[src/rtl/core/dxt1_pkg.sv]
// dxt1_pkg: shared pixel, palette and extrema candidate types for the BC1 block encoder
// plus the luminance weights, the divide-by-three helper and the 565 packing helper; no dependencies
`timescale 1ns / 1ps
`default_nettype none

package dxt1_pkg;

   localparam int NumPix    = 16;
   localparam int NumFields = 8;
   localparam int NumPal    = 4;

   // luminance weights, sum is 65536
   localparam logic [13:0] LumaWr = 14'd13926;
   localparam logic [15:0] LumaWg = 16'd46885;
   localparam logic [12:0] LumaWb = 13'd4725;

   // floor(x/3) as x*683 >> 11, exact for x below 1536
   localparam logic [9:0] Recip3 = 10'd683;

   typedef struct packed {
      logic [7:0] r;
      logic [7:0] g;
      logic [7:0] b;
   } pixel_type;

   typedef struct packed {
      logic [3:0] idx;
      logic [7:0] lum;
   } cand_type;

   typedef struct packed {
      logic [15:0]               c0;
      logic [15:0]               c1;
      logic                      same;
      pixel_type [NumPal-1:0]    entry;
   } pal_type;

   function automatic logic [7:0] div3(input logic [9:0] x);
      logic [19:0] prod;
      begin
         prod = x * Recip3;
         return prod[18:11];
      end
   endfunction

   function automatic logic [15:0] pack565(input pixel_type p);
      return {p.r[7:3], p.g[7:2], p.b[7:3]};
   endfunction

endpackage

`default_nettype wire

[src/rtl/core/dxt1_palette.sv]
// dxt1_palette: endpoint packing, ordering and the two interpolated colors
// depends on dxt1_pkg
`timescale 1ns / 1ps
`default_nettype none

module dxt1_palette
   import dxt1_pkg::*;
(
   input  pixel_type hi_px,
   input  pixel_type lo_px,
   output pal_type   pal
);

   logic [15:0] p_hi, p_lo;
   pixel_type   a, b;

   // pack both endpoints, larger code goes first
   always_comb begin
      p_hi = pack565(hi_px);
      p_lo = pack565(lo_px);
      if (p_hi < p_lo) begin
         a = lo_px;
         b = hi_px;
         pal.c0 = p_lo;
         pal.c1 = p_hi;
      end else begin
         a = hi_px;
         b = lo_px;
         pal.c0 = p_hi;
         pal.c1 = p_lo;
      end
      pal.same = (p_hi == p_lo);
   end

   // thirds on each channel
   always_comb begin
      pal.entry[0] = a;
      pal.entry[1] = b;
      pal.entry[2].r = div3({1'b0, a.r, 1'b0} + 10'(b.r));
      pal.entry[2].g = div3({1'b0, a.g, 1'b0} + 10'(b.g));
      pal.entry[2].b = div3({1'b0, a.b, 1'b0} + 10'(b.b));
      pal.entry[3].r = div3(10'(a.r) + {1'b0, b.r, 1'b0});
      pal.entry[3].g = div3(10'(a.g) + {1'b0, b.g, 1'b0});
      pal.entry[3].b = div3(10'(a.b) + {1'b0, b.b, 1'b0});
   end

endmodule

`default_nettype wire

[config.mk]
export PLATFORM = sky130hd
export DESIGN_NAME = dxt1_palette
export DESIGN_NICKNAME = d
export VERILOG_FILES = /design/src/rtl/core/dxt1_pkg.sv /design/src/rtl/core/dxt1_palette.sv
export SDC_FILE = /design/constraint.sdc
export NUM_CORES = 1
export LEC_CHECK = 0
export ABC_AREA = 1
export BUFFER_PORTS_ARGS = -buffer_cell sky130_fd_sc_hd__buf_2
export CORE_MARGIN = 2
export CORE_UTILIZATION = 36
export DETAILED_ROUTE_END_ITERATION = 8
export PLACE_DENSITY = 0.55
export SLEW_MARGIN = 20
export SYNTH_ARGS = -nofsm -noshare
export SYNTH_HDL_FRONTEND = slang
export SYNTH_SLANG_ARGS = --single-unit
[constraint.sdc]
create_clock -name vclk -period 11.11
set_input_delay 1.6665 -clock vclk [all_inputs]
set_output_delay 1.6665 -clock vclk [all_outputs]
set_load 0.05 [all_outputs]
==> results.yml <==
critical_path:
  criticalPathCategory: "input pin to output pin"
  critPathSlowestCell: "fa_1"
  crit_family: "adder cells"
  cp-start-kind: "input pin"
  max_stage_delay_ps: 540
  critPathRequiredTime_ps: 9440
  crit_path_max_fanout: 44
  crit_arrival_ps: 8680
  setup.worst_path.end_class: "output pin"
  crit_top_cell: "nand2_1"
  path_buf_inv: 4
die:
  die_y_um: 205
  io_pins: 177
  die_w_um: 205
  rows: 73
  core_um2: 39800
  initial_core_util_pct: 36.6
  die_area_um2: 42100
cells_and_area:
  drive_gt1_share_pct: 13.5
  final_common_cell: "nand2_1"
  flops_and_latches: 0
  nClkBuffers: 0
  fin_nets: 2722
  final_cell_mix: "414 x nand2_1, 393 x ha_1, 383 x inv_1"
  final_cell_area_um2: 15900
  fin_util_pct: 39.9
  seq_area_um2: 0
  area_growth_pct: 8.92
worst_hold_path:
  holdCritPathClass: "input pin to output pin"
grt:
  grt_first_pass_wirelength_um: 64500
  grt_usage_pct: 18.8
  antenna_found_initial: 5
  overflow: 0
  grt_pass1_vias: 13000
  grt_max_degree: 45
timing:
  drv_slew: 0
  setup_violations: 0
  rsz0062_at_grt: "no"
  fin_hold_ws_ps: 3820
  slew_headroom_pct: 44.7
  worst_slack_ps: 768
  hold_viol_final: 0
  max_freq_mhz: 96.7
  worstMarginPinSlew_ps: 820
  period_minus_slack_ps: 10340
  min_period_over_period_pct: 93.1
route:
  drc: 0
  wirelength_um: 38800
  drt_iter0_drc: 538
  post_drt_via_cell_ratio: 4.85
  postRouteAntennaNets: 0
  wl_per_cell_um: 14.5
  vias: 13000
  drt-pass1-iter-count: 5
synthesis:
  seq_area_frac_synth_pct: 0
  yosys_warnings: 0
  mappedNetlistArea_um2: 14600
  avgSynthCellArea_um2: 7.23
  syn_nets: 2578
  syn_inst: 2015
  synth_cell_types: 50
placement:
  gp_congestion: 0.896
  io_buffers: 177
  post-place-ws_ps: 453
  post_dp_cell_area_um2: 15900
  hpwl_um: 35800
status:
  outcome: "finished, final reports clean"
clocking:
  ctsHoldBuffers: 0
flow_run:
  max_cap_viol_count: 0
[worst min-delay path, cell delays in order]
cell     delay [ps]
buf_2           130
nand2_4          80
nand2_4          60
buf_2           210
[cells in the mapped netlist, drive strengths merged]
| master | number | area [um^2] |
|---|---|---|
| a21o | 4 | 30.0 |
| o211ai | 1 | 7.51 |
| and3 | 5 | 31.3 |
| a21oi | 140 | 716 |
| fa | 122 | 2440 |
| inv | 400 | 1500 |
| o22ai | 1 | 6.26 |
| nor4 | 8 | 50.1 |
| nand3 | 112 | 601 |
| xor2 | 63 | 567 |
| nand4 | 15 | 93.8 |
| nand3b | 2 | 15.0 |
| buf | 41 | 328 |
| nor2 | 86 | 349 |
| clkbuf | 4 | 15.0 |
| o21bai | 13 | 113 |
| and2 | 4 | 25.0 |
| nand2 | 464 | 1900 |
| a211oi | 4 | 30.0 |
| nor3 | 25 | 130 |
| xnor3 | 1 | 22.5 |
| a21boi | 3 | 33.8 |
| xnor2 | 16 | 148 |
| ha | 393 | 4920 |
| mux2 | 1 | 11.3 |
| a31o | 1 | 8.76 |
| or2 | 2 | 12.5 |
| o21ai | 84 | 469 |
[per-layer routing]
metal  global-route usage [%]  vias to the layer above  share of wire [%]
met5                        0                        -              0.070
met4                     2.42                        4                1.6
met3                    0.998                       34                3.3
met2                     32.4                      211                 46
met1                     26.4                     5965                 49
li1                         -                     6790                  -
[worst paths after layout]
kind	startpoint	endpoint	slack, ps	cells past startpoint
worst max-delay path	lo_px[12]	pal[95]	770	38
worst min-delay path	lo_px[9]	pal[33]	3820	4
[area by class of cell]
class	instances	area (um^2)
fillers	4277	23900
repair buffers	187	961
multi-input cells	1570	12800
inverters	400	1500
diodes	2	5.00
well taps	525	657
[what timing repair did]
action	in CTS	in global routing
setup buffers	0	0
gates resized for setup	0	2
setup endpoints to repair	0	9
[through the flow]
stage,TNS (ps),cells
6_report,0,2684
5_1_grt,0,2684
4_1_cts,0,2682
3_5_place_dp,0,2682
3_3_place_gp,0,2682
2_1_floorplan,-9.31,2015
[logic make-up (layout without fill, tap and decap cells)]
family,count (synthesis),count (layout),synth area share (%)
buffers and inverters,445,587,12.7
adders and majority gates,515,515,50.5
AOI/OAI and AO/OA,251,251,9.70
xor gates and xnor gates,80,80,5.06
muxes,1,1,0.0773
and+or+nand+nor,723,723,22.0
other,0,2,0
Power is not shown: default switching activity piles up to over one toggle a cycle in this logic, so the estimate is an artifact.
