==> src/rtl/core/dxt1_pkg.sv <==
// dxt1_pkg: shared pixel, palette and extrema candidate types for the BC1 block encoder
// plus the luminance weights, the divide-by-three helper and the 565 packing helper; no dependencies
`timescale 1ns / 1ps
`default_nettype none

package dxt1_pkg;

   localparam int NumPix    = 16;
   localparam int NumFields = 8;
   localparam int NumPal    = 4;

   // luminance weights, sum is 65536
   localparam logic [13:0] LumaWr = 14'd13926;
   localparam logic [15:0] LumaWg = 16'd46885;
   localparam logic [12:0] LumaWb = 13'd4725;

   // floor(x/3) as x*683 >> 11, exact for x below 1536
   localparam logic [9:0] Recip3 = 10'd683;

   typedef struct packed {
      logic [7:0] r;
      logic [7:0] g;
      logic [7:0] b;
   } pixel_type;

   typedef struct packed {
      logic [3:0] idx;
      logic [7:0] lum;
   } cand_type;

   typedef struct packed {
      logic [15:0]               c0;
      logic [15:0]               c1;
      logic                      same;
      pixel_type [NumPal-1:0]    entry;
   } pal_type;

   function automatic logic [7:0] div3(input logic [9:0] x);
      logic [19:0] prod;
      begin
         prod = x * Recip3;
         return prod[18:11];
      end
   endfunction

   function automatic logic [15:0] pack565(input pixel_type p);
      return {p.r[7:3], p.g[7:2], p.b[7:3]};
   endfunction

endpackage

`default_nettype wire

==> src/rtl/core/dxt1_index_lane.sv <==
// dxt1_index_lane: squared distance of one pixel to the four palette colors,
// registered, then nearest-entry pick; depends on dxt1_pkg
`timescale 1ns / 1ps
`default_nettype none

module dxt1_index_lane
   import dxt1_pkg::*;
(
   input  logic      clock,
   input  pixel_type px,
   input  pal_type   pal,
   output logic [1:0] index
);

   logic [17:0] dist_ff [NumPal];
   logic [17:0] dist_in [NumPal];

   function automatic logic [15:0] sq_diff(input logic [7:0] x, input logic [7:0] y);
      logic signed [8:0]  e;
      logic signed [17:0] s;
      begin
         e = $signed({1'b0, x}) - $signed({1'b0, y});
         s = e * e;
         return s[15:0];
      end
   endfunction

   // distance to each entry
   always_comb begin
      for (int j = 0; j < NumPal; j++) begin
         dist_in[j] = 18'(sq_diff(px.r, pal.entry[j].r))
                    + 18'(sq_diff(px.g, pal.entry[j].g))
                    + 18'(sq_diff(px.b, pal.entry[j].b));
      end
   end

   always_ff @(posedge clock) begin
      dist_ff <= dist_in;
   end

   // nearest entry, lowest wins a tie
   always_comb begin
      logic [17:0] best_d;
      best_d = dist_ff[0];
      index  = 2'd0;
      for (int j = 1; j < NumPal; j++) begin
         if (dist_ff[j] < best_d) begin
            best_d = dist_ff[j];
            index  = 2'(j);
         end
      end
   end

endmodule

`default_nettype wire

==> config.mk <==
export PLATFORM = sky130hd
export DESIGN_NAME = dxt1_index_lane
export DESIGN_NICKNAME = d
export VERILOG_FILES = /design/src/rtl/core/dxt1_pkg.sv /design/src/rtl/core/dxt1_index_lane.sv
export SDC_FILE = /design/constraint.sdc
export NUM_CORES = 2
export LEC_CHECK = 0
export BUFFER_PORTS_ARGS = -buffer_cell sky130_fd_sc_hd__buf_2
export CORE_MARGIN = 5
export CORE_UTILIZATION = 60
export CTS_BUF_LIST = sky130_fd_sc_hd__clkbuf_8 sky130_fd_sc_hd__clkbuf_16
export DETAILED_ROUTE_END_ITERATION = 8
export GPL_TIMING_DRIVEN = 0
export PLACE_DENSITY = 0.81
export SKIP_CTS_REPAIR_TIMING = 1
export SLEW_MARGIN = 10
export SYNTH_ARGS = -nofsm -noshare
export SYNTH_HDL_FRONTEND = slang
export SYNTH_SLANG_ARGS = --single-unit
==> constraint.sdc <==
create_clock -name clock -period 7.1 [get_ports clock]
set_input_delay 0.355 -clock clock [delete_from_list [all_inputs] [get_ports clock]]
set_output_delay 0.355 -clock clock [all_outputs]
set_load 0.03 [all_outputs]
==> reports/qor.yml <==
status: "complete, but fails checks"
final_core_util: 0.684
nNetsFinal: 5988
drt_iter0_markers: 1542
critPathTopFamily: "adder cells"
cp.required_ns: 7.35
hold_viol: 0
timing.final.ws_setup_ns: -0.705
hp-class: "primary input to flip-flop"
slowest_stage: "fa_1"
wl_per_cell_um: 17.1
dpl.hpwl_um: 75200
min_to: "dist_ff[38]"
final_common_cell: "inv_1"
use_met2: 0.455
core_um2: 62700
clkTransAtPathRegs_ns: 0.05
violations: "setup timing"
htreeDepth: 3
ys_seq_area_frac: 0.0382
antenna_found_initial: 5
post-route-period-util: 1.10
reg_top3: "dist_ff (72)"
use_met1: 0.324
cpPeakStageDelay_ns: 0.60
crit_path_end_kind: "flip-flop"
yosysWarnings: 0
synth_ff_type: "dfxtp_1"
route.detailed.drc: 0
cts_tree: "done"
drive_above_1_share: 0.163
final-setup-viol-count: 25
die_w_um: 261
cp_data_arrival_time_ns: 8.05
max_freq_mhz: 128
overflow: 0
cpMostUsedCell: "fa_1"
post_synth_num_cell_types: 65
async_flop_share: 0
first_pass_iters: 6
port_buffers: 122
largest-register: "dist_ff"
dp.cells: 5291
cp_max_fo: 8
dieArea_um2: 68000
ys_seq_elements: 72
num_rows: 92
largest_reg_flops: 72
via_per_inst: 5.41
layout.cells.non_filler: 5404
worstHoldStart: "pal[32]"
cp.buffers_inverters: 9
synth_edf_count: 0
final.min_clock_period_ns: 7.81
final_cell_mix: "inv_1, fa_1, ha_1"
cts_buffer_depth: 2
cts_num_sinks: 72
top_usage_layer: "met2"
numCtsBuffers: 9
cap_violations: 0
rsz0062_at_grt: "true"
gp_congestion: 0.946
syn-cell-area_um2: 37700
antenna_left: 0
grt_util_met3: 0.0338
synth_nets: 5763
grt_max_degree: 12
grt_pass1_vias: 30100
start_kind: "primary input"
holdPathStages: 4
vias: 29200
slew_violations: 0
worst_pin_slew_ns: 0.969
worst-setup-path-type: "primary input to flip-flop"
cts_root_buf: "clkbuf_16"
maxSlewHeadroom: 0.349
avgSynthCellArea_um2: 8.73
grt_usage: 0.258
synthCells: 4323
initial_core_util: 0.602
grt_pass1_wl_um: 143000
area_delta_synth_final_pct: 13.8
routed_wirelength_um: 92400
die_y_um: 261
ios: 156
## worst min-delay path: stages
cell    delay [ns]
buf_2         0.11
ha_4          0.18
and2_1        0.18
fa_1          0.20
## layer usage
metal  vias to the layer above  part of all wire
li1                      13700                 -
met1                     14400              0.38
met2                       875              0.52
met3                       227             0.056
met4                         6             0.043
met5                         -           0.00050
## per-stage QoR
step           hold WS [ns]  area (um2)  setup TNS [ns]  worst slack, ns
2_1_floorplan         0.826       38400           -1.65           -0.262
3_3_place_gp           1.12       40100          -29.32            -1.30
3_5_place_dp           1.14       40100          -34.15            -1.42
4_1_cts               0.796       40400          -21.08            -1.07
5_1_grt               0.756       42900          -17.52           -0.893
6_report              0.736       42900          -10.55           -0.705
## final cells by class
| type | instances | area (um2) |
|---|---|---|
| antenna | 7 | 17.5 |
| clock inverter | 3 | 42.5 |
| inverter | 1143 | 4340 |
| clock buffer | 11 | 253 |
| sequential | 72 | 1440 |
| tap | 846 | 1060 |
| buffer | 38 | 243 |
| multi-input combinational | 3068 | 34100 |
| timing repair buffer | 216 | 1430 |
| fill | 4556 | 19800 |
## synthesized netlist by cell type, types with 16 or more instances
master	number	area share
nor3_1	51	0.0068
a21oi_1	175	0.023
a21boi_0	17	0.0034
and2_1	43	0.0071
o21ai_0	97	0.013
nand2_1	289	0.029
nor2b_1	42	0.0070
nand2b_1	26	0.0043
clkbuf_1	34	0.0034
inv_1	1125	0.11
or3_1	29	0.0048
dfxtp_1	72	0.038
o21bai_1	37	0.0074
nor2_1	342	0.034
o21a_1	19	0.0038
fa_1	692	0.37
ha_1	594	0.20
xnor2_1	243	0.056
or2_2	31	0.0051
nand3_1	16	0.0021
a21o_1	97	0.019
xor2_1	86	0.020
## cell families (layout without fill, tap and decap cells)
kind of cell,Yosys count,after routing,share of synthesized area
mux,31,31,0.00988
xor+xnor,330,330,0.0768
simple gates,903,903,0.106
compound gates,518,518,0.0869
buf+inv,1183,1411,0.118
flops,72,72,0.0382
other cells,0,7,0
fa+ha+maj,1286,1286,0.564
## worst max-delay path by stage
stage | depth (start not counted) | from | to | slack, ns
after global routing | 37 | px[16] | dist_ff[52] | -0.89
after floorplan | 32 | px[16] | dist_ff[34] | -0.26
after CTS | 33 | px[17] | dist_ff[52] | -1.07
after global placement | 33 | px[17] | dist_ff[34] | -1.30
final | 34 | px[16] | dist_ff[16] | -0.71
after detailed placement | 34 | px[16] | dist_ff[34] | -1.42
Power is not shown: default switching activity piles up to over one toggle a cycle in this logic, so the estimate is an artifact.
