**src/rtl/core/dxt1_pkg.sv**
```systemverilog
// dxt1_pkg: shared pixel, palette and extrema candidate types for the BC1 block encoder
// plus the luminance weights, the divide-by-three helper and the 565 packing helper; no dependencies
`timescale 1ns / 1ps
`default_nettype none

package dxt1_pkg;

   localparam int NumPix    = 16;
   localparam int NumFields = 8;
   localparam int NumPal    = 4;

   // luminance weights, sum is 65536
   localparam logic [13:0] LumaWr = 14'd13926;
   localparam logic [15:0] LumaWg = 16'd46885;
   localparam logic [12:0] LumaWb = 13'd4725;

   // floor(x/3) as x*683 >> 11, exact for x below 1536
   localparam logic [9:0] Recip3 = 10'd683;

   typedef struct packed {
      logic [7:0] r;
      logic [7:0] g;
      logic [7:0] b;
   } pixel_type;

   typedef struct packed {
      logic [3:0] idx;
      logic [7:0] lum;
   } cand_type;

   typedef struct packed {
      logic [15:0]               c0;
      logic [15:0]               c1;
      logic                      same;
      pixel_type [NumPal-1:0]    entry;
   } pal_type;

   function automatic logic [7:0] div3(input logic [9:0] x);
      logic [19:0] prod;
      begin
         prod = x * Recip3;
         return prod[18:11];
      end
   endfunction

   function automatic logic [15:0] pack565(input pixel_type p);
      return {p.r[7:3], p.g[7:2], p.b[7:3]};
   endfunction

endpackage

`default_nettype wire

```
**src/rtl/core/dxt1_extrema.sv**
```systemverilog
// dxt1_extrema: two-stage registered tree that finds the first brightest
// and first darkest pixel of a block; depends on dxt1_pkg
`timescale 1ns / 1ps
`default_nettype none

module dxt1_extrema
   import dxt1_pkg::*;
(
   input  logic             clock,
   input  logic [7:0]       lumas [NumPix],
   output logic [3:0]       hi_idx,
   output logic [3:0]       lo_idx
);

   // lower index wins unless the right side is strictly better
   function automatic cand_type pick_hi(input cand_type a, input cand_type b);
      return (b.lum > a.lum) ? b : a;
   endfunction

   function automatic cand_type pick_lo(input cand_type a, input cand_type b);
      return (b.lum < a.lum) ? b : a;
   endfunction

   cand_type leaf [NumPix];
   cand_type hi_l1 [8];
   cand_type lo_l1 [8];
   cand_type hi_ff [4];
   cand_type hi_in [4];
   cand_type lo_ff [4];
   cand_type lo_in [4];
   cand_type hi_l3 [2];
   cand_type lo_l3 [2];
   cand_type hi_top, lo_top;
   logic [3:0] hi_idx_ff, hi_idx_in;
   logic [3:0] lo_idx_ff, lo_idx_in;

   // first two tree levels: sixteen down to four
   always_comb begin
      for (int i = 0; i < NumPix; i++) begin
         leaf[i].idx = 4'(i);
         leaf[i].lum = lumas[i];
      end
      for (int i = 0; i < 8; i++) begin
         hi_l1[i] = pick_hi(leaf[2*i], leaf[2*i+1]);
         lo_l1[i] = pick_lo(leaf[2*i], leaf[2*i+1]);
      end
      for (int i = 0; i < 4; i++) begin
         hi_in[i] = pick_hi(hi_l1[2*i], hi_l1[2*i+1]);
         lo_in[i] = pick_lo(lo_l1[2*i], lo_l1[2*i+1]);
      end
   end

   // last two levels: four down to one
   always_comb begin
      for (int i = 0; i < 2; i++) begin
         hi_l3[i] = pick_hi(hi_ff[2*i], hi_ff[2*i+1]);
         lo_l3[i] = pick_lo(lo_ff[2*i], lo_ff[2*i+1]);
      end
      hi_top    = pick_hi(hi_l3[0], hi_l3[1]);
      lo_top    = pick_lo(lo_l3[0], lo_l3[1]);
      hi_idx_in = hi_top.idx;
      lo_idx_in = lo_top.idx;
   end

   always_ff @(posedge clock) begin
      hi_ff     <= hi_in;
      lo_ff     <= lo_in;
      hi_idx_ff <= hi_idx_in;
      lo_idx_ff <= lo_idx_in;
   end

   assign hi_idx = hi_idx_ff;
   assign lo_idx = lo_idx_ff;

endmodule

`default_nettype wire

```
**config.mk**
```make
export PLATFORM = sky130hd
export DESIGN_NAME = dxt1_extrema
export DESIGN_NICKNAME = d
export VERILOG_FILES = /design/src/rtl/core/dxt1_pkg.sv /design/src/rtl/core/dxt1_extrema.sv
export SDC_FILE = /design/constraint.sdc
export NUM_CORES = 1
export LEC_CHECK = 0
export BUFFER_PORTS_ARGS = -buffer_cell sky130_fd_sc_hd__buf_2
export CORE_UTILIZATION = 30
export CTS_BUF_LIST = sky130_fd_sc_hd__clkbuf_4 sky130_fd_sc_hd__clkbuf_8
export CTS_CLUSTER_DIAMETER = 30
export DETAILED_ROUTE_END_ITERATION = 6
export PLACE_DENSITY = 0.54
export REMOVE_ABC_BUFFERS = 1
export SLEW_MARGIN = 20
export SYNTH_ARGS = -nofsm -noshare
export SYNTH_HDL_FRONTEND = slang
export SYNTH_SLANG_ARGS = --single-unit
```
**constraint.sdc**
```tcl
create_clock -name clock -period 3.5 [get_ports clock]
set_input_delay 0.35 -clock clock [delete_from_list [all_inputs] [get_ports clock]]
set_output_delay 0.35 -clock clock [all_outputs]
set_load 0.01 [all_outputs]
```
==> flow_metrics.env <==
export IMPL_outcome="complete, no violations"
export IMPL_hold_class="input port to flop"
export IMPL_clk_latency_ps=380
export IMPL_min_from="lumas[34]"
export IMPL_grt_pass1_vias=7803
export IMPL_placed_area_um2=11490
export IMPL_cts_max_path_buffers=2
export IMPL_regArea_um2=1764
export IMPL_grt_max_degree=19
export IMPL_core_um2=28090
export IMPL_worstSetupStartpointType="flop"
export IMPL_worstMarginPinSlew_ps=610.0
export IMPL_grt_pass1_wl_mm=37.45
export IMPL_cts_clk_slew_worst_paths_ps=100
export IMPL_track_usage_pct=16.12
export IMPL_drc=0
export IMPL_worstReg2RegStart="lo_ff[19]$_DFF_P_"
export IMPL_synth_top_area_share_pct=24.43
export IMPL_ys_flop_type="dfxtp_1"
export IMPL_fin_hold_ws_ps=334.8
export IMPL_synth_seq_area_share_pct=20.35
export IMPL_synth_largest_area_cell="ha_1"
export IMPL_via_count=7946
export IMPL_cp_arrival_ps=3600
export IMPL_viasPerCell=4.612
export IMPL_drv_cap=0
export IMPL_clkSinkCount=88
export IMPL_cts_made_buffers=9
export IMPL_finalSetupViolations=0
export IMPL_root_buffer="clkbuf_8"
export IMPL_vdd_drop_max_v=0.0002858
export IMPL_hold_buffers=0
export IMPL_postSynthCellCount=972
export IMPL_synth_edff_count=0
export IMPL_htree_levels=3
export IMPL_worst_r2r_path_depth=15
export IMPL_die_x_um=171.9
export IMPL_fmax_mhz=302.5
export IMPL_initial_core_util_pct=30.82
export IMPL_synthDistinctLibCells=44
export IMPL_cp_end_kind="flop"
export IMPL_wl_mm=23.48
export IMPL_finalHoldViolCount=0
export IMPL_design_area_um2=11940
export IMPL_overflow=0
export IMPL_io_buffers=136
export IMPL_syn_to_final_growth_pct=37.87
export IMPL_clock_skew_ps=7.072
export IMPL_worstHoldEndpoint="hi_ff[14]$_DFF_P_"
export IMPL_antenna_found_initial=0
export IMPL_rrSetupSlack_ps=190
export IMPL_multiInputGateArea_um2=6315
export IMPL_slew_viol_final=0
export IMPL_synthArstFlopShare_pct=0
export IMPL_yosysMostFrequentCell="mux2i_1"
export IMPL_cts_tree="done"
export IMPL_worstReg2RegEnd="lo_idx[0]$_DFF_P_"
export IMPL_syn_area_um2=8657
export IMPL_max_slew_margin_pct=59.25
export IMPL_dp_hpwl_mm=20.55
export IMPL_ys_top_cells_by_count="mux2i_1 (203), ha_1 (169), inv_1 (163)"
export IMPL_path_class="flop to flop"
export IMPL_syn_mean_instance_area_um2=8.906
export IMPL_period_minus_slack_ps=3306
export IMPL_chipHeight_um=171.9
export IMPL_dieArea_um2=29540
export IMPL_pin_count=137
export IMPL_netlist_top_cells_area="ha_1 (24%), mux2i_1 (23%), dfxtp_1 (20%)"
export IMPL_ant_nets=0
export IMPL_required_ps=3790
export IMPL_wl_per_cell_um=13.63
export IMPL_synth_seq_cells=88
export IMPL_drtPass1Iterations=7
export IMPL_hold_depth=3
export IMPL_leakagePower_nw=6.714
export IMPL_cp_max_fo=6
export IMPL_powerDensity_nw_per_um2=497.0
export IMPL_nNetsFinal=1638
export IMPL_drtIter0Drc=276
export IMPL_nFillCells=2871
export IMPL_rows=61
export IMPL_yosysWarnings=0
export IMPL_drive_gt1_share_pct=33.38
export IMPL_place_congestion=0.9147
export IMPL_diodes=0
export IMPL_fin_crit_sh_pct=94.44
==> report_power, final <==
group | leakage (nW) | internal, W | switching, W | total (W)
combinational | 5.87 | 0.00194 | 0.00180 | 0.00373
sequential | 0.742 | 0.00133 | 0.000181 | 0.00151
clock | 0.0988 | 0.000279 | 0.000412 | 0.000691
==> per-stage QoR <==
step	setup slack, ps	setup TNS (ps)	std cells	util, %	total power, W
global placement	-370.2	-11350	1696	40.89	0.004968
global route	-8.668	-8.668	1723	42.49	0.006472
finish	194.5	0	1723	42.49	0.005932
CTS	38.18	0	1712	41.64	0.005757
floorplan	-2173	-68410	943	-	0.003674
detailed placement	-439.9	-12830	1696	40.89	0.005026
==> worst max-delay path, cell delays in order, from the launching register on <==
cell,delay (ps)
dfxtp_2,360
inv_1,50
ha_1,310
nand4_1,120
o31ai_2,260
buf_4,190
mux2_2,340
ha_1,310
a21oi_1,180
nor2b_1,70
o21ai_0,150
a21oi_1,80
o21ai_0,120
nor3b_2,200
buf_6,180
mux2i_4,290
==> cell families after synthesis <==
group	count (synthesis)	share of synthesized area, %
flip-flops	88	20.35
multiplexers	221	25.81
adder cells (fa/ha/maj)	169	24.43
buffers and inverters	192	8.715
AND/OR/NAND/NOR	128	7.602
AO/OA/AOI/OAI	174	13.09
==> cell type report <==
type,count,area share [%]
sequential,88,14.78
clock buffer,9,1.038
inverter,163,5.126
tap,378,3.963
timing repair buffer,386,21.61
clock inverter,7,0.5766
multi-input combinational,692,52.91
==> placed cells by master, fill, tap and decap left out, drive strengths merged, types with 2 or more instances in the layout <==
cell     count
o31ai        2
a21boi       4
and2         2
o22ai        3
o211ai       3
nand2       14
a22oi        2
nor3         2
buf        386
a21o        21
nand3       15
o21ai       24
mux2i      203
and3        10
ha         169
a2111oi      5
mux2        18
a21oi       64
dfxtp       88
a211oi       4
nor2        40
inv        169
a41o         4
nand2b       7
a221o        2
nand4       22
o21bai       7
a32oi        3
o21a        18
nor2b       15
clkbuf       9
a21bo        4
==> flip-flops by register name, indices dropped and copies added (netlist names) <==
register / cells
hi_idx: 4
lo_idx: 4
lo_ff: 40
hi_ff: 40
==> how the worst max path moves through the flow <==
stage / slack (ps) / endpoint / cells after the start / startpoint
global placement: -370 / lo_ff[26]$_DFF_P_ / 17 / lumas[89]
floorplan: -2170 / hi_ff[44]$_DFF_P_ / 16 / lumas[121]
CTS: 40 / lo_idx[0]$_DFF_P_ / 15 / lo_ff[19]$_DFF_P_
finish: 190 / lo_idx[0]$_DFF_P_ / 15 / lo_ff[19]$_DFF_P_
global route: -9 / lo_idx[0]$_DFF_P_ / 16 / lo_ff[15]$_DFF_P_
detailed placement: -440 / lo_ff[37]$_DFF_P_ / 15 / lumas[113]
==> timing repair <==
item,in CTS,in global routing
setup endpoints to repair,11,44
setup buffers,0,10
resized for setup,3,36
cloned,0,1
pin swaps,0,4
==> per-layer routing <==
layer	part of all wire (%)	vias to the layer above	GRT usage (%)	routed length (µm)
met5	0	-	0	0
met4	1.6	0	3.848	386
met3	3.7	22	2.129	876
met2	47	130	27.32	10940
met1	48	3614	21.52	11270
li1	-	4180	-	-
(Power assumes the default switching activity.)
