File: config.mk
export PLATFORM = sky130hd
export DESIGN_NAME = dxt1_luma_lane
export DESIGN_NICKNAME = d
export VERILOG_FILES = /design/src/rtl/core/dxt1_pkg.sv /design/src/rtl/core/dxt1_luma_lane.sv
export SDC_FILE = /design/constraint.sdc
export NUM_CORES = 1
export LEC_CHECK = 0
export ABC_CLOCK_PERIOD_IN_PS = 15200
export BUFFER_PORTS_ARGS = -buffer_cell sky130_fd_sc_hd__buf_2
export CORE_UTILIZATION = 40
export DETAILED_ROUTE_END_ITERATION = 10
export PLACE_DENSITY = 0.58
export SLEW_MARGIN = 15
export SYNTH_ARGS = -nofsm -noshare
export SYNTH_HDL_FRONTEND = slang
export SYNTH_SLANG_ARGS = --single-unit
File: constraint.sdc
create_clock -name vclk -period 15.2
set_input_delay 1.52 -clock vclk [all_inputs]
set_output_delay 1.52 -clock vclk [all_outputs]
set_load 0.01 [all_outputs]
File: src/rtl/core/dxt1_pkg.sv
// dxt1_pkg: shared pixel, palette and extrema candidate types for the BC1 block encoder
// plus the luminance weights, the divide-by-three helper and the 565 packing helper; no dependencies
`timescale 1ns / 1ps
`default_nettype none

package dxt1_pkg;

   localparam int NumPix    = 16;
   localparam int NumFields = 8;
   localparam int NumPal    = 4;

   // luminance weights, sum is 65536
   localparam logic [13:0] LumaWr = 14'd13926;
   localparam logic [15:0] LumaWg = 16'd46885;
   localparam logic [12:0] LumaWb = 13'd4725;

   // floor(x/3) as x*683 >> 11, exact for x below 1536
   localparam logic [9:0] Recip3 = 10'd683;

   typedef struct packed {
      logic [7:0] r;
      logic [7:0] g;
      logic [7:0] b;
   } pixel_type;

   typedef struct packed {
      logic [3:0] idx;
      logic [7:0] lum;
   } cand_type;

   typedef struct packed {
      logic [15:0]               c0;
      logic [15:0]               c1;
      logic                      same;
      pixel_type [NumPal-1:0]    entry;
   } pal_type;

   function automatic logic [7:0] div3(input logic [9:0] x);
      logic [19:0] prod;
      begin
         prod = x * Recip3;
         return prod[18:11];
      end
   endfunction

   function automatic logic [15:0] pack565(input pixel_type p);
      return {p.r[7:3], p.g[7:2], p.b[7:3]};
   endfunction

endpackage

`default_nettype wire

File: src/rtl/core/dxt1_luma_lane.sv
// dxt1_luma_lane: 8-bit luminance of one pixel from fixed-point weights
// depends on dxt1_pkg
`timescale 1ns / 1ps
`default_nettype none

module dxt1_luma_lane
   import dxt1_pkg::*;
(
   input  pixel_type  px,
   output logic [7:0] luma
);

   logic [23:0] sum;

   // weighted sum, keep the integer part
   always_comb begin
      sum = 24'(px.r * LumaWr) + 24'(px.g * LumaWg) + 24'(px.b * LumaWb);
      luma = sum[23:16];
   end

endmodule

`default_nettype wire

==> results_dict.tcl, run 1 <==
set metrics [dict create \
    status "finished, final reports clean" \
    netlist_area_sq_mm 0.00622 \
    seq_area_frac_synth 0 \
    cpMostUsedCell "ha_1" \
    nFlopsAndLatches 0 \
    dp_hpwl_mm 12.3 \
    rsz0062_at_grt "false" \
    num_antenna_cells 0 \
    crit_slowest_cell "fa_1" \
    fillers 1532 \
    critPathMaxStageDelay_ns 0.55 \
    final_nets 990 \
    die_area_sq_mm 0.0161 \
    rows 45 \
    grt_usage 0.176 \
    grt_pass1_wl_mm 22.5 \
    yosysWarnings 0 \
    place_congestion 0.865 \
    crit_required_ns 13.68 \
    cap_viol_max_count 0 \
    fin_tns_setup_ns 0 \
    first_pass_iters 4 \
    critPathArrivalTime_ns 8.28 \
    synthToLayoutAreaGrowth_pct 6.21 \
    hp-class "input port to primary output" \
    antenna_found_initial 0 \
    ant_nets 0 \
    grt_max_degree 9 \
    multi_input_area_sq_mm 0.00533 \
    drv_slew 0 \
    first_iter_violations 173 \
    grt_pass1_vias 4825 \
    fin_crit_sh 0.644 \
    design.portCount 32 \
    post_cts_buffers 0 \
    portBuffers 32 \
    seqCellArea_sq_um 0 \
    avgSynthCellArea_sq_um 9.43 \
    viasPerCell 4.95 \
    coreArea_sq_mm 0.0152 \
    grt-ovfl-total 0 \
    synth_nets 958 \
    cts_resized 0 \
    relSlewSlack 0.659 \
    hold_violations 0 \
    fin_crit_ns 9.80 \
    wl_mm 12.7 \
    wl_per_cell_um 14.4 \
    crit_path_end_kind "primary output" \
    cts-hold-fix-buffers 0 \
    via_count 4349 \
    setup_viol 0 \
    die_width_um 127 \
    syn_inst 660 \
    worstMarginPinSlew_ns 0.511 \
    cp_max_fo 6 \
    start_util 0.409 \
    cp-start-kind "input port" \
    path_class "input port to primary output" \
    clock_buffers 0 \
    drc 0 \
    max_freq_ghz 0.102 \
    synth_cell_type_count 47 \
    final_layout_size_suffix_gt1_frac 0.0594 \
    die_h_um 127 \
]
-- metrics by stage --
stage                     worst slack (ns)  instance area, sq um  cells  hold slack, ns   util
after floorplan                       6.33                  6220    660            3.42      -
after global placement                5.43                  6610    878            3.77  0.435
after detailed placement              5.38                  6610    878            3.78  0.435
after CTS                             5.35                  6610    878            3.79  0.435
after global routing                  4.86                  6610    878            3.85  0.435
final                                 5.40                  6610    878            3.78  0.435
-- kinds of logic (layout without fill, tap and decap cells) --
logic type,after synthesis,in the layout,share of synthesized area
adders and majority gates,274,274,0.698
buffers and inverters,238,268,0.144
AOI/OAI and AO/OA,71,71,0.0778
and+or+nand+nor,51,51,0.0434
xor gates and xnor gates,26,26,0.0366
-- path summary, 6_finish.rpt --
kind	start	endpoint	slack, ns	cells after the start
worst min-delay path	px[15]	luma[7]	3.78	5
worst max-delay path	px[18]	luma[7]	5.40	27
-- final cells by class --
| cell class | count | share of cell area |
|---|---|---|
| multi-input combinational | 422 | 0.806 |
| tap | 188 | 0.0356 |
| inverter | 236 | 0.134 |
| timing repair buffer | 32 | 0.0242 |
-- critical path, delay by kind of cell --
kind,cells,cell delay [ns]
adder cells (fa/ha/maj),9,3.49
XOR/XNOR,1,0.17
buffers and inverters,6,0.50
AO/OA/AOI/OAI,6,1.42
AND/OR/NAND/NOR,5,1.17
-- synth_stat cells, drive strengths merged (2+ instances only) --
master / instances / area, sq um
o21a: 2 / 15.0
nand4: 4 / 25.0
o221ai: 4 / 41.3
o21ai: 10 / 50.0
o21bai: 2 / 15.0
nor2: 12 / 45.0
xor2: 9 / 78.8
o211ai: 2 / 15.0
nor2b: 3 / 18.8
clkbuf: 2 / 8.75
a2111oi: 2 / 17.5
a21o: 9 / 71.3
ha: 152 / 1900
inv: 236 / 886
o22ai: 3 / 18.8
a21oi: 22 / 110
nand3: 6 / 30.0
xnor2: 17 / 149
nor3: 5 / 25.0
fa: 122 / 2440
a211oi: 4 / 35.0
nand2: 11 / 43.8
and2: 3 / 18.8
a21boi: 2 / 18.8
-- cells in the final DEF (no fill, tap or decap), drive strengths merged, types with 2 or more instances in the layout --
master	instances
nor2b	3
nor3	5
nor2	12
nand2	11
nand3	6
fa	122
o21bai	2
a21boi	2
o22ai	3
a2111oi	2
inv	236
a21o	9
o21a	2
xnor2	17
nand4	4
buf	32
o221ai	4
ha	152
o21ai	10
and2	3
xor2	9
o211ai	2
a21oi	22
a211oi	4
-- per-layer routing --
| layer | wire length [um] | track usage | vias to the layer above |
|---|---|---|---|
| li1 | - | - | 2098 |
| met1 | 5870 | 0.237 | 2190 |
| met2 | 6430 | 0.326 | 55 |
| met3 | 260 | 0.00633 | 6 |
| met4 | 124 | 0.0147 | 0 |
| met5 | 0 | 0 | - |
Power of run 1 is not shown: default switching activity piles up to over one toggle a cycle in this logic, so the estimate is an artifact.
==> run 2, diff against run 1 <==
- ABC_CLOCK_PERIOD_IN_PS: 15200 -> 9000
- PLACE_DENSITY: 0.58 -> 0.6
- clock period: 15.2 -> 9 ns (I/O delays scaled with it)
==> run 2 against run 1 <==
Net effect: worst setup slack worse by 5.0 ns; die area stayed put; first-iteration DRC count fell by 21%; cell count rose by 0.11%; utilization increased by 0.13 points; cell area rose by 0.30%; sequential cell count unchanged; routed wire length is 0.42% higher; critical path depth up 1.
==> results_dict.tcl, run 2 (same netlist as run 1, synthesis figures left out) <==
set metrics [dict create \
    crit_slowest_cell "fa_1" \
    synthToLayoutAreaGrowth_pct 6.54 \
    final_nets 991 \
    grt_usage 0.170 \
    fin_tns_setup_ns 0 \
    die_area_sq_mm 0.0161 \
    cts-hold-fix-buffers 0 \
    layout_common_cells "236 x inv_1, 152 x ha_1, 122 x fa_1" \
    max_freq_ghz 0.116 \
    nFlopsAndLatches 0 \
    final_layout_size_suffix_gt1_frac 0.0637 \
    clock_buffers 0 \
    setup_viol 0 \
    cap_viol_max_count 0 \
    portBuffers 32 \
    seqCellArea_sq_um 0 \
    start_util 0.409 \
    design.portCount 32 \
    fin_crit_ns 8.62 \
    die_width_um 127 \
    hold_violations 0 \
    wl_per_cell_um 14.5 \
    crit_family "adder cells" \
    grt-ovfl-total 0 \
    cpMostUsedCell "ha_1" \
    die_h_um 127 \
    cp-start-kind "input port" \
    layout_commonest_cell "inv_1" \
    status "finished, final reports clean" \
    grt_pass1_wl_mm 21.7 \
    critPathArrivalTime_ns 7.72 \
    place_congestion 0.867 \
    dp.cells 878 \
    drc 0 \
    ant_nets 0 \
    antenna_found_initial 0 \
    crit_required_ns 8.10 \
    instances_no_fill 879 \
    num_antenna_cells 0 \
    relSlewSlack 0.717 \
    worstMarginPinSlew_ns 0.413 \
    viasPerCell 4.91 \
    first_pass_iters 4 \
    critPathBufInv 7 \
    grt_pass1_vias 4659 \
    cp_max_fo 6 \
    dp_hpwl_mm 12.2 \
    coreArea_sq_mm 0.0152 \
    path_class "input port to primary output" \
    grt_max_degree 9 \
    rows 45 \
    hp-class "input port to primary output" \
    first_iter_violations 137 \
    wl_mm 12.7 \
    drv_slew 0 \
    critPathMaxStageDelay_ns 0.54 \
    fin_crit_sh 0.958 \
    rsz0062_at_grt "false" \
    crit_path_end_kind "primary output" \
    via_count 4312 \
]
run 2: cell types whose count changed in the layout (fill, tap and decap cells not counted):
cell      change
o221ai_2      +2
buf_4         +1
o221ai_1      -2
run 2: worst paths after layout:
kind / startpoint / endpoint / cells past startpoint
worst max-delay path: px[18] / luma[5] / 28
worst min-delay path: px[15] / luma[7] / 5
run 2: tightest hold or removal path, delay by kind of cell:
kind | cells | cell delay [ns]
XOR/XNOR | 2 | 0.20
buffers and inverters | 2 | 0.33
adder cells (fa/ha/maj) | 1 | 0.23
run 2: final cells by class:
class	count	area, sq um
repair buffers	33	168
well taps	188	235
multi-input cells	422	5340
fillers	1520	8570
inverters	236	886
run 2: layer usage:
metal | part of all wire | GRT usage | up-vias
li1 | - | - | 2099
met1 | 0.47 | 0.227 | 2161
met2 | 0.50 | 0.314 | 44
met3 | 0.018 | 0.00886 | 8
met4 | 0.011 | 0.0168 | 0
met5 | 0 | 0 | -
run 2: repair_timing:
| item | 4_1_cts | 5_1_grt |
|---|---|---|
| resized for setup | 0 | 2 |
| buffers inserted | 0 | 1 |
| endpoints found under the setup margin | 0 | 2 |
run 2: stage by stage:
step	setup WS, ns	utilization	instance area, sq um	hold slack (ns)
finish	0.378	0.436	6630	2.56
global route	0.0282	0.436	6630	2.64
CTS	0.389	0.435	6610	2.57
detailed placement	0.420	0.435	6610	2.56
global placement	0.511	0.435	6610	2.55
floorplan	1.37	-	6220	2.18
Power of run 2 is left out for the same reason.
